--- config.mk ---
export PLATFORM = sky130hd
export DESIGN_NAME = rau_ctrl
export DESIGN_NICKNAME = d
export VERILOG_FILES = /design/src/hdl/rau_pkg.sv /design/src/hdl/rau_ctrl.sv
export SDC_FILE = /design/constraint.sdc
export NUM_CORES = 1
export LEC_CHECK = 0
export ABC_AREA = 1
export CORE_MARGIN = 1
export CORE_UTILIZATION = 26
export CTS_BUF_LIST = sky130_fd_sc_hd__clkbuf_4 sky130_fd_sc_hd__clkbuf_8
export DETAILED_ROUTE_END_ITERATION = 8
export DONT_BUFFER_PORTS = 1
export PLACE_DENSITY_LB_ADDON = 0.05
export SYNTH_ARGS = -nofsm -noshare
export SYNTH_HDL_FRONTEND = slang
export SYNTH_SLANG_ARGS = --single-unit
--- constraint.sdc ---
create_clock -name clk -period 1.3 [get_ports clk]
set_input_delay 0.065 -clock clk [delete_from_list [all_inputs] [get_ports clk]]
set_output_delay 0.065 -clock clk [all_outputs]
set_load 0.05 [all_outputs]
--- src/hdl/rau_pkg.sv ---
// Shared types, constants and codes for the rational arithmetic unit.
package rau_pkg;

	localparam int VALUE_WIDTH = 32;
	localparam int DW          = 2 * VALUE_WIDTH;
	localparam int KW          = $clog2(DW) + 1;
	localparam int CW          = $clog2(DW + 1);

	localparam logic [2:0] OP_ADD = 3'd0;
	localparam logic [2:0] OP_SUB = 3'd1;
	localparam logic [2:0] OP_MUL = 3'd2;
	localparam logic [2:0] OP_DIV = 3'd3;
	localparam logic [2:0] OP_CMP = 3'd4;

	typedef enum logic [1:0] {
		ST_OK   = 2'd0,
		ST_DIVZ = 2'd1,
		ST_OVF  = 2'd2
	} status_t;

	typedef enum logic [1:0] {
		MUL_P0 = 2'd0,
		MUL_P1 = 2'd1,
		MUL_P2 = 2'd2
	} mul_sel_t;

	typedef enum logic [3:0] {
		S_IDLE,
		S_MUL0,
		S_MUL1,
		S_MUL2,
		S_SUM,
		S_CHK,
		S_GCD,
		S_DIVN,
		S_DIVD,
		S_FIN
	} state_t;

	typedef struct packed {
		logic [2:0]                    operation;
		logic signed [VALUE_WIDTH-1:0] lhs_numerator;
		logic [VALUE_WIDTH-2:0]        lhs_denominator;
		logic signed [VALUE_WIDTH-1:0] rhs_numerator;
		logic [VALUE_WIDTH-2:0]        rhs_denominator;
	} item_t;

	typedef struct packed {
		logic signed [VALUE_WIDTH-1:0] result_numerator;
		logic [VALUE_WIDTH-2:0]        result_denominator;
		logic                          is_equal;
		status_t                       status;
	} result_t;

	typedef struct packed {
		logic     load;
		logic     mul_en;
		mul_sel_t mul_sel;
		logic     sum_en;
		logic     gcd_step;
		logic     div_load;
		logic     div_den;
		logic     div_step;
		logic     num_store;
		logic     out_load;
	} cmd_t;

	typedef struct packed {
		logic special;
		logic gcd_done;
		logic div_done;
	} stat_t;

endpackage

--- src/hdl/rau_ctrl.sv ---
// Sequencing state machine and output valid flag of the rational arithmetic unit.
module rau_ctrl (
	input  logic           clk,
	input  logic           arst_n,
	input  logic           item_valid,
	output logic           item_stall,
	output logic           result_valid,
	input  logic           result_stall,
	input  rau_pkg::stat_t stat,
	output rau_pkg::cmd_t  cmd
);

	rau_pkg::state_t state_q, state_nx;
	logic            out_valid_q;
	logic            out_free;

	assign out_free     = !out_valid_q || !result_stall;
	assign item_stall   = (state_q != rau_pkg::S_IDLE);
	assign result_valid = out_valid_q;

	always_ff @(posedge clk or negedge arst_n) begin
		if (!arst_n) begin
			state_q     <= rau_pkg::S_IDLE;
			out_valid_q <= 1'b0;
		end else begin
			state_q <= state_nx;
			if (cmd.out_load) begin
				out_valid_q <= 1'b1;
			end else if (!result_stall) begin
				out_valid_q <= 1'b0;
			end
		end
	end

	always_comb begin
		state_nx = state_q;
		cmd      = '0;
		unique case (state_q)
			rau_pkg::S_IDLE: begin
				if (item_valid) begin
					cmd.load = 1'b1;
					state_nx = rau_pkg::S_MUL0;
				end
			end
			rau_pkg::S_MUL0: begin
				cmd.mul_en  = 1'b1;
				cmd.mul_sel = rau_pkg::MUL_P0;
				state_nx    = rau_pkg::S_MUL1;
			end
			rau_pkg::S_MUL1: begin
				cmd.mul_en  = 1'b1;
				cmd.mul_sel = rau_pkg::MUL_P1;
				state_nx    = rau_pkg::S_MUL2;
			end
			rau_pkg::S_MUL2: begin
				cmd.mul_en  = 1'b1;
				cmd.mul_sel = rau_pkg::MUL_P2;
				state_nx    = rau_pkg::S_SUM;
			end
			rau_pkg::S_SUM: begin
				cmd.sum_en = 1'b1;
				state_nx   = rau_pkg::S_CHK;
			end
			rau_pkg::S_CHK: begin
				state_nx = stat.special ? rau_pkg::S_FIN : rau_pkg::S_GCD;
			end
			rau_pkg::S_GCD: begin
				if (stat.gcd_done) begin
					cmd.div_load = 1'b1;
					state_nx     = rau_pkg::S_DIVN;
				end else begin
					cmd.gcd_step = 1'b1;
				end
			end
			rau_pkg::S_DIVN: begin
				if (stat.div_done) begin
					cmd.num_store = 1'b1;
					cmd.div_load  = 1'b1;
					cmd.div_den   = 1'b1;
					state_nx      = rau_pkg::S_DIVD;
				end else begin
					cmd.div_step = 1'b1;
				end
			end
			rau_pkg::S_DIVD: begin
				if (stat.div_done) begin
					state_nx = rau_pkg::S_FIN;
				end else begin
					cmd.div_step = 1'b1;
				end
			end
			rau_pkg::S_FIN: begin
				if (out_free) begin
					cmd.out_load = 1'b1;
					state_nx     = rau_pkg::S_IDLE;
				end
			end
			default: begin
				state_nx = rau_pkg::S_IDLE;
			end
		endcase
	end

endmodule

After elaboration in Yosys (flattened, before gate mapping)
Index checks and enable logic that the tools add are counted.
{"block": "word_totals", "in_bits": 7, "elab_cells": 49, "ff_bits": 5, "output_inout_bits": 13}
{"block": "op_classes", "n_eq_ne": 15, "muxes": 25, "reduce_logical": 7}
{"operator": "$pmux 4 s10", "n": 1}
{"operator": "$mux 4", "n": 6}
{"operator": "$eq 4x3->1 const B", "n": 4}
{"operator": "$mux 1", "n": 15}
{"operator": "$ne 2x2->1 const B", "n": 5}
{"operator": "$pmux 3 s3", "n": 1}
{"operator": "$eq 4x2->1 const B", "n": 2}
{"operator": "$eq 4x4->1 const B", "n": 2}
{"operator": "$reduce_and 5->1", "n": 1}
{"operator": "$eq 4x1->1 const B", "n": 1}
{"operator": "$logic_not 4->1", "n": 1}
{"operator": "$reduce_bool 4->1", "n": 1}
{"operator": "$logic_not 1->1", "n": 2}
{"operator": "$mux 2", "n": 1}
{"operator": "$ne 2x1->1 const B", "n": 1}
{"operator": "$pmux 1 s2", "n": 1}
{"operator": "$reduce_or 2->1", "n": 1}
{"operator": "$logic_or 1x1->1", "n": 1}

Longest topological paths before layout
Gate-level depths: netlist (run 1).
{"block": "logic_depth", "word_depth": 5, "mapped_depth": 8, "ltp_nobuf": 8}

Least setup slack after synthesis (run 1)
Ideal clock, no wire load.
{"block": "synth_path", "path_kind": "reg2out", "start": "register state_q[0]", "end": "output port cmd[10] in the netlist's numbering", "path_stages_with_launch": 5, "slack_ns": -0.548, "required_ns": 1.235, "t_arrival_ns": 1.783, "n_path_buf": 1, "cell_sequence": "dfrtp_1 buf_6 nor2_2 nand2_1 nor2_1"}
{"item": "start, declared", "line_no": "rau_ctrl.sv:13", "rtl": "rau_pkg::state_t state_q, state_nx;"}
{"item": "start signal, assigned", "line_no": "rau_ctrl.sv:23", "rtl": "state_q <= rau_pkg::S_IDLE;"}
{"item": "start signal, assigned", "line_no": "rau_ctrl.sv:26", "rtl": "state_q <= state_nx;"}
{"item": "end, declared", "line_no": "rau_ctrl.sv:10", "rtl": "output rau_pkg::cmd_t cmd"}

==> results of run 1 <==
logic make-up after synthesis:
group	after synthesis	share of synthesized area
AO/OA/AOI/OAI	4	0.0562
buffers and inverters	15	0.152
flip-flops	5	0.281
AND/OR/NAND/NOR	52	0.511
synthesized netlist by cell type (all sizes together):
library cell and number:
a21oi 2, buf 2, dfrtp 5, inv 13, nand2 26, nand3 9
nand4 1, nor2 15, nor3 1, o21ai 1, o22ai 1
repair_timing:
action,4_1_cts,5_1_grt
hold buffers,2,0
resized for setup,15,7
setup endpoints to repair,16,16
cloned,0,0
endpoints found under the hold margin,6,0
pin swaps,3,2
buffers inserted,2,2
final timing paths:
check | to | slack (ps) | from | depth (start not counted)
min reg2reg | result_valid | 490 | result_valid | 2
max in group asynchronous | state_q[3] | 970 | arst_n | 1
max reg2reg | state_q[1] | 10 | state_q[1] | 7
min in group asynchronous | state_q[1] | 120 | arst_n | 1
max | cmd[2] | -130 | state_q[3] | 5
min | state_q[3] | 100 | stat[2] | 4
area by class of cell:
type | count | area [um2] | share of cell area
well taps | 16 | 20.0 | 0.0242
inverters | 13 | 51.3 | 0.0620
clock buffers | 4 | 30.0 | 0.0363
repair buffers | 24 | 269 | 0.325
multi-input cells | 56 | 327 | 0.395
flip-flops and latches | 5 | 130 | 0.157
layout by cell type (no fill, tap or decap), types with 4 or more instances in the layout:
master / synthesis / routed
nor2_2: 5 / 4
nor2_1: 10 / 4
nand2_1: 26 / 24
nand3_1: 8 / 8
nor2_4: 0 / 7
buf_6: 1 / 9
inv_1: 13 / 10
buf_12: 0 / 4
buf_4: 1 / 9
dfrtp_2: 0 / 4
clkbuf_4: 0 / 4
registers in the layout, summed over array words and instances, names as in the netlist:
name,flops
result_valid,1
state_q,4
worst max-delay path: cells and delay by family, from the launching register on:
| family | cells | cell delay (ps) |
|---|---|---|
| flops | 1 | 440 |
| simple gates | 1 | 100 |
| buf+inv | 3 | 440 |
| compound gates | 1 | 140 |
per-layer routing:
layer | global-route usage | vias to the layer above
li1 | - | 287
met5 | 0 | -
met1 | 0.202 | 249
met4 | 0.0250 | 0
met3 | 0.0667 | 0
met2 | 0.221 | 16
report_power, final:
group          internal, mW  switching, mW  total [mW]
clock                 0.137         0.0661       0.203
combinational         0.705           1.09        1.79
sequential            0.239          0.119       0.357
total                  1.08           1.27        2.35
through the flow:
stage	hold slack, ps	setup WS (ps)
3_5_place_dp	-230	-23.4
2_1_floorplan	-231	-215
4_1_cts	99.1	-114
3_3_place_gp	-230	-52.5
6_report	95.1	-125
5_1_grt	115	-179
==> impl_metrics.env, run 1 <==
export IMPL_finalHoldViolCount=0
export IMPL_netlist_top_cells_area="dfrtp_1 (28%), nand2_1 (22%), inv_1 (11%)"
export IMPL_drt_met1_wl_um=544
export IMPL_grt_start_max_net_pins=8
export IMPL_crit_arrival_ps=1360
export IMPL_worstSetupEndpointType="output port"
export IMPL_setup_violations=8
export IMPL_antenna_found_initial=0
export IMPL_vias_per_cell=4.68
export IMPL_vdd_drop_max_v=0.00158
export IMPL_ios=20
export IMPL_pwr_density_cell_nw_per_um2=2840
export IMPL_insertion_delay_ps=240
export IMPL_hold_path_class="input port to flip-flop"
export IMPL_die_area_um2=1880
export IMPL_period_minus_slack_ps=1430
export IMPL_overflow=0
export IMPL_drv_slew=0
export IMPL_finalPower_mw=2.35
export IMPL_drv_cap=0
export IMPL_clock_sinks=5
export IMPL_synth_area_per_cell_um2=5.86
export IMPL_rsz0062_at_grt="true"
export IMPL_top_layer="met3"
export IMPL_cts_buffer_depth=2
export IMPL_die_h_um=43.4
export IMPL_outcome="finished with violations"
export IMPL_ys_seq_area_frac=0.281
export IMPL_wl_met3_um=69
export IMPL_synth_top_area_frac=0.281
export IMPL_grt_pass1_wl_um=2080
export IMPL_syn_to_final_growth_pct=85.7
export IMPL_num_vias=552
export IMPL_drc_errors=4
export IMPL_worstPathMaxFanout=5
export IMPL_fin_ws_ps=-125
export IMPL_path_class="flip-flop to output port"
export IMPL_crit_path_frequent_cell="buf_6"
export IMPL_required_ps=1240
export IMPL_dieWidth_um=43.4
export IMPL_initial_core_util=0.286
export IMPL_placedCellCount=108
export IMPL_synth_largest_area_cell="dfrtp_1"
export IMPL_cpMaxStageDelayCell="dfrtp_2"
export IMPL_synth_seq_cells=5
export IMPL_violations="DRC, setup timing"
export IMPL_fin_util=0.530
export IMPL_worst_pin_slew_ps=238
export IMPL_leakage_nw=0.434
export IMPL_synth_cell_types=14
export IMPL_met2_length_um=594
export IMPL_hpwl_um=944
export IMPL_finalInstanceArea_um2=827
export IMPL_cp_cell_sequence="inv_2 > nand4_1 > buf_6 > o21ai_4 > buf_6"
export IMPL_grt_pass1_vias=490
export IMPL_root_buffer="clkbuf_4"
export IMPL_synth_warnings=0
export IMPL_nNetsFinal=110
export IMPL_fin_crit_sh=1.10
export IMPL_relSlewSlack=0.841
export IMPL_cp_start_kind="flip-flop"
export IMPL_finalWirelength_um=1210
export IMPL_portBuffers=0
export IMPL_gp_congestion=0.751
export IMPL_skew_ps=3.25
export IMPL_htree_levels=1
export IMPL_dpl_cell_area_um2=681
export IMPL_antenna_left=0
export IMPL_synth_area_um2=445
export IMPL_fmax_ghz=0.702
export IMPL_insertedDiodeCount=0
export IMPL_cts_buffers=3
export IMPL_fillers=158
export IMPL_clk_pin_slew_ps=40
export IMPL_placeableCoreArea_um2=1560
export IMPL_slowest_delay_ps=440
export IMPL_layout_drive_gt1_share=0.490
export IMPL_syn_nets=83
export IMPL_synthCells=76
export IMPL_rows=14
export IMPL_final_setup_tns_ps=-526
export IMPL_dr_pass1_iters=6
export IMPL_tritoncts="built"
export IMPL_final_cell_count_no_fill=118
export IMPL_grt_usage=0.148
export IMPL_routedWlPerCell_um=10.2
export IMPL_drt_iter0_drc=14
Power figures use the tool's default switching activity.
==> run 2: changes to the inputs <==
GPL_ROUTABILITY_DRIVEN = 0   (was unset)
SETUP_SLACK_MARGIN = 0.02   (was unset)
==> run 2 against run 1 <==
Net effect: the run still ends with DRC, setup timing left; clock skew hardly changed; power is 0.94% lower; register-to-register slack hardly changed; critical path depth stayed put; sequential power hardly changed; count of clock-buffer cells in the layout stayed put; cell count stayed put.
==> impl_metrics.env, run 2 (synthesis results as in run 1) <==
export IMPL_grt_start_max_net_pins=8
export IMPL_initial_core_util=0.286
export IMPL_leakage_nw=0.433
export IMPL_die_h_um=43.4
export IMPL_ios=20
export IMPL_nNetsFinal=110
export IMPL_worstPathMaxFanout=5
export IMPL_die_area_um2=1880
export IMPL_htree_levels=1
export IMPL_crit_arrival_ps=1360
export IMPL_vias_per_cell=4.66
export IMPL_crit_path_frequent_cell="buf_6"
export IMPL_worst_pin_slew_ps=238
export IMPL_rows=14
export IMPL_syn_to_final_growth_pct=84.8
export IMPL_slowest_delay_ps=440
export IMPL_layout_common_cells="nand2_1 (24), inv_1 (10), buf_4 (10), nand3_1 (8), buf_6 (8)"
export IMPL_placeableCoreArea_um2=1560
export IMPL_largest_reg_flops=4
export IMPL_dr_pass1_iters=6
export IMPL_drv_slew=0
export IMPL_routedWlPerCell_um=10.2
export IMPL_layout_drive_gt1_share=0.490
export IMPL_pwr_density_cell_nw_per_um2=2830
export IMPL_final_common_cell="nand2_1"
export IMPL_finalPower_mw=2.33
export IMPL_portBuffers=0
export IMPL_fin_crit_sh=1.10
export IMPL_finalInstanceArea_um2=823
export IMPL_grt_pass1_wl_um=2100
export IMPL_hpwl_um=944
export IMPL_num_vias=550
export IMPL_skew_ps=3.22
export IMPL_finalWirelength_um=1210
export IMPL_cp_cell_sequence="inv_2 > nand4_1 > buf_6 > o21ai_4 > buf_6"
export IMPL_outcome="finished with violations"
export IMPL_path_class="flip-flop to output port"
export IMPL_period_minus_slack_ps=1420
export IMPL_tritoncts="built"
export IMPL_worstSetupEndpointType="output port"
export IMPL_rsz0062_at_grt="true"
export IMPL_ff2ff_setup_slack_ps=10
export IMPL_antenna_found_initial=0
export IMPL_clock_sinks=5
export IMPL_fmax_ghz=0.702
export IMPL_dpl_cell_area_um2=681
export IMPL_root_buffer="clkbuf_4"
export IMPL_finalHoldViolCount=0
export IMPL_final_setup_tns_ps=-542
export IMPL_drv_cap=0
export IMPL_cts_buffers=3
export IMPL_fin_hold_ws_ps=94.3
export IMPL_cts_buffer_depth=2
export IMPL_hold_path_class="input port to flip-flop"
export IMPL_fin_ws_ps=-124
export IMPL_overflow=0
export IMPL_insertion_delay_ps=240
export IMPL_setup_violations=9
export IMPL_antenna_left=0
export IMPL_relSlewSlack=0.841
export IMPL_grt_pass1_vias=499
export IMPL_insertedDiodeCount=0
export IMPL_required_ps=1240
export IMPL_cp_start_kind="flip-flop"
export IMPL_dieWidth_um=43.4
export IMPL_drt_iter0_drc=14
export IMPL_top_register="state_q"
export IMPL_cpMaxStageDelayCell="dfrtp_2"
export IMPL_vdd_drop_max_v=0.00155
export IMPL_grt_usage=0.150
export IMPL_clk_pin_slew_ps=40
export IMPL_violations="DRC, setup timing"
export IMPL_drc_errors=4
==> run 2: cell types whose count changed in the layout (fill, tap and decap cells not counted) <==
cell / before / now
buf_4: 9 / 10
buf_6: 9 / 8
==> run 2: routing by layer <==
metal / track usage / up-vias / wire, um
met5: 0 / - / 0
met4: 0.0250 / 0 / 0
met3: 0.0667 / 0 / 69
met2: 0.227 / 16 / 581
met1: 0.202 / 247 / 555
li1: - / 287 / -
==> run 2: layout make-up <==
type	count	area, um2
clock buffer	4	30.0
fill	157	736
inverter	13	51.3
multi-input combinational	56	327
sequential	5	130
tap	16	20.0
timing repair buffer	24	265
==> run 2: worst paths after layout <==
path                         startpoint            to  cells after the start
min in group asynchronous        arst_n    state_q[1]                      1
max reg2reg                  state_q[1]    state_q[1]                      7
min reg2reg                result_valid  result_valid                      2
max                          state_q[3]        cmd[2]                      5
min                             stat[2]    state_q[3]                      4
max in group asynchronous        arst_n    state_q[3]                      1
==> run 2: worst max-delay path: cells and delay by family, from the launching register on <==
family	cells	cell delay, ps
buffers and inverters	3	440
and+or+nand+nor	1	100
DFF	1	440
AOI/OAI and AO/OA	1	140
==> run 2: power by group <==
group          total [mW]  switching, mW  internal [mW]
registers           0.357          0.119          0.239
logic                1.77           1.08          0.687
clock network       0.203         0.0661          0.137
total                2.33           1.27           1.06
==> run 2: through the flow <==
stage	setup slack (ps)	util	std cells
after detailed placement	-23.4	0.437	108
after global routing	-179	0.528	118
after floorplan	-215	-	76
after CTS	-114	0.510	116
final	-124	0.528	118
after global placement	-52.5	0.437	108
==> run 2: timing repair <==
item / in CTS / in global routing
buffers inserted: 2 / 2
hold buffers: 2 / 0
resized for setup: 16 / 5
pin swaps: 3 / 1
setup endpoints to repair: 16 / 16
endpoints found under the hold margin: 6 / 0
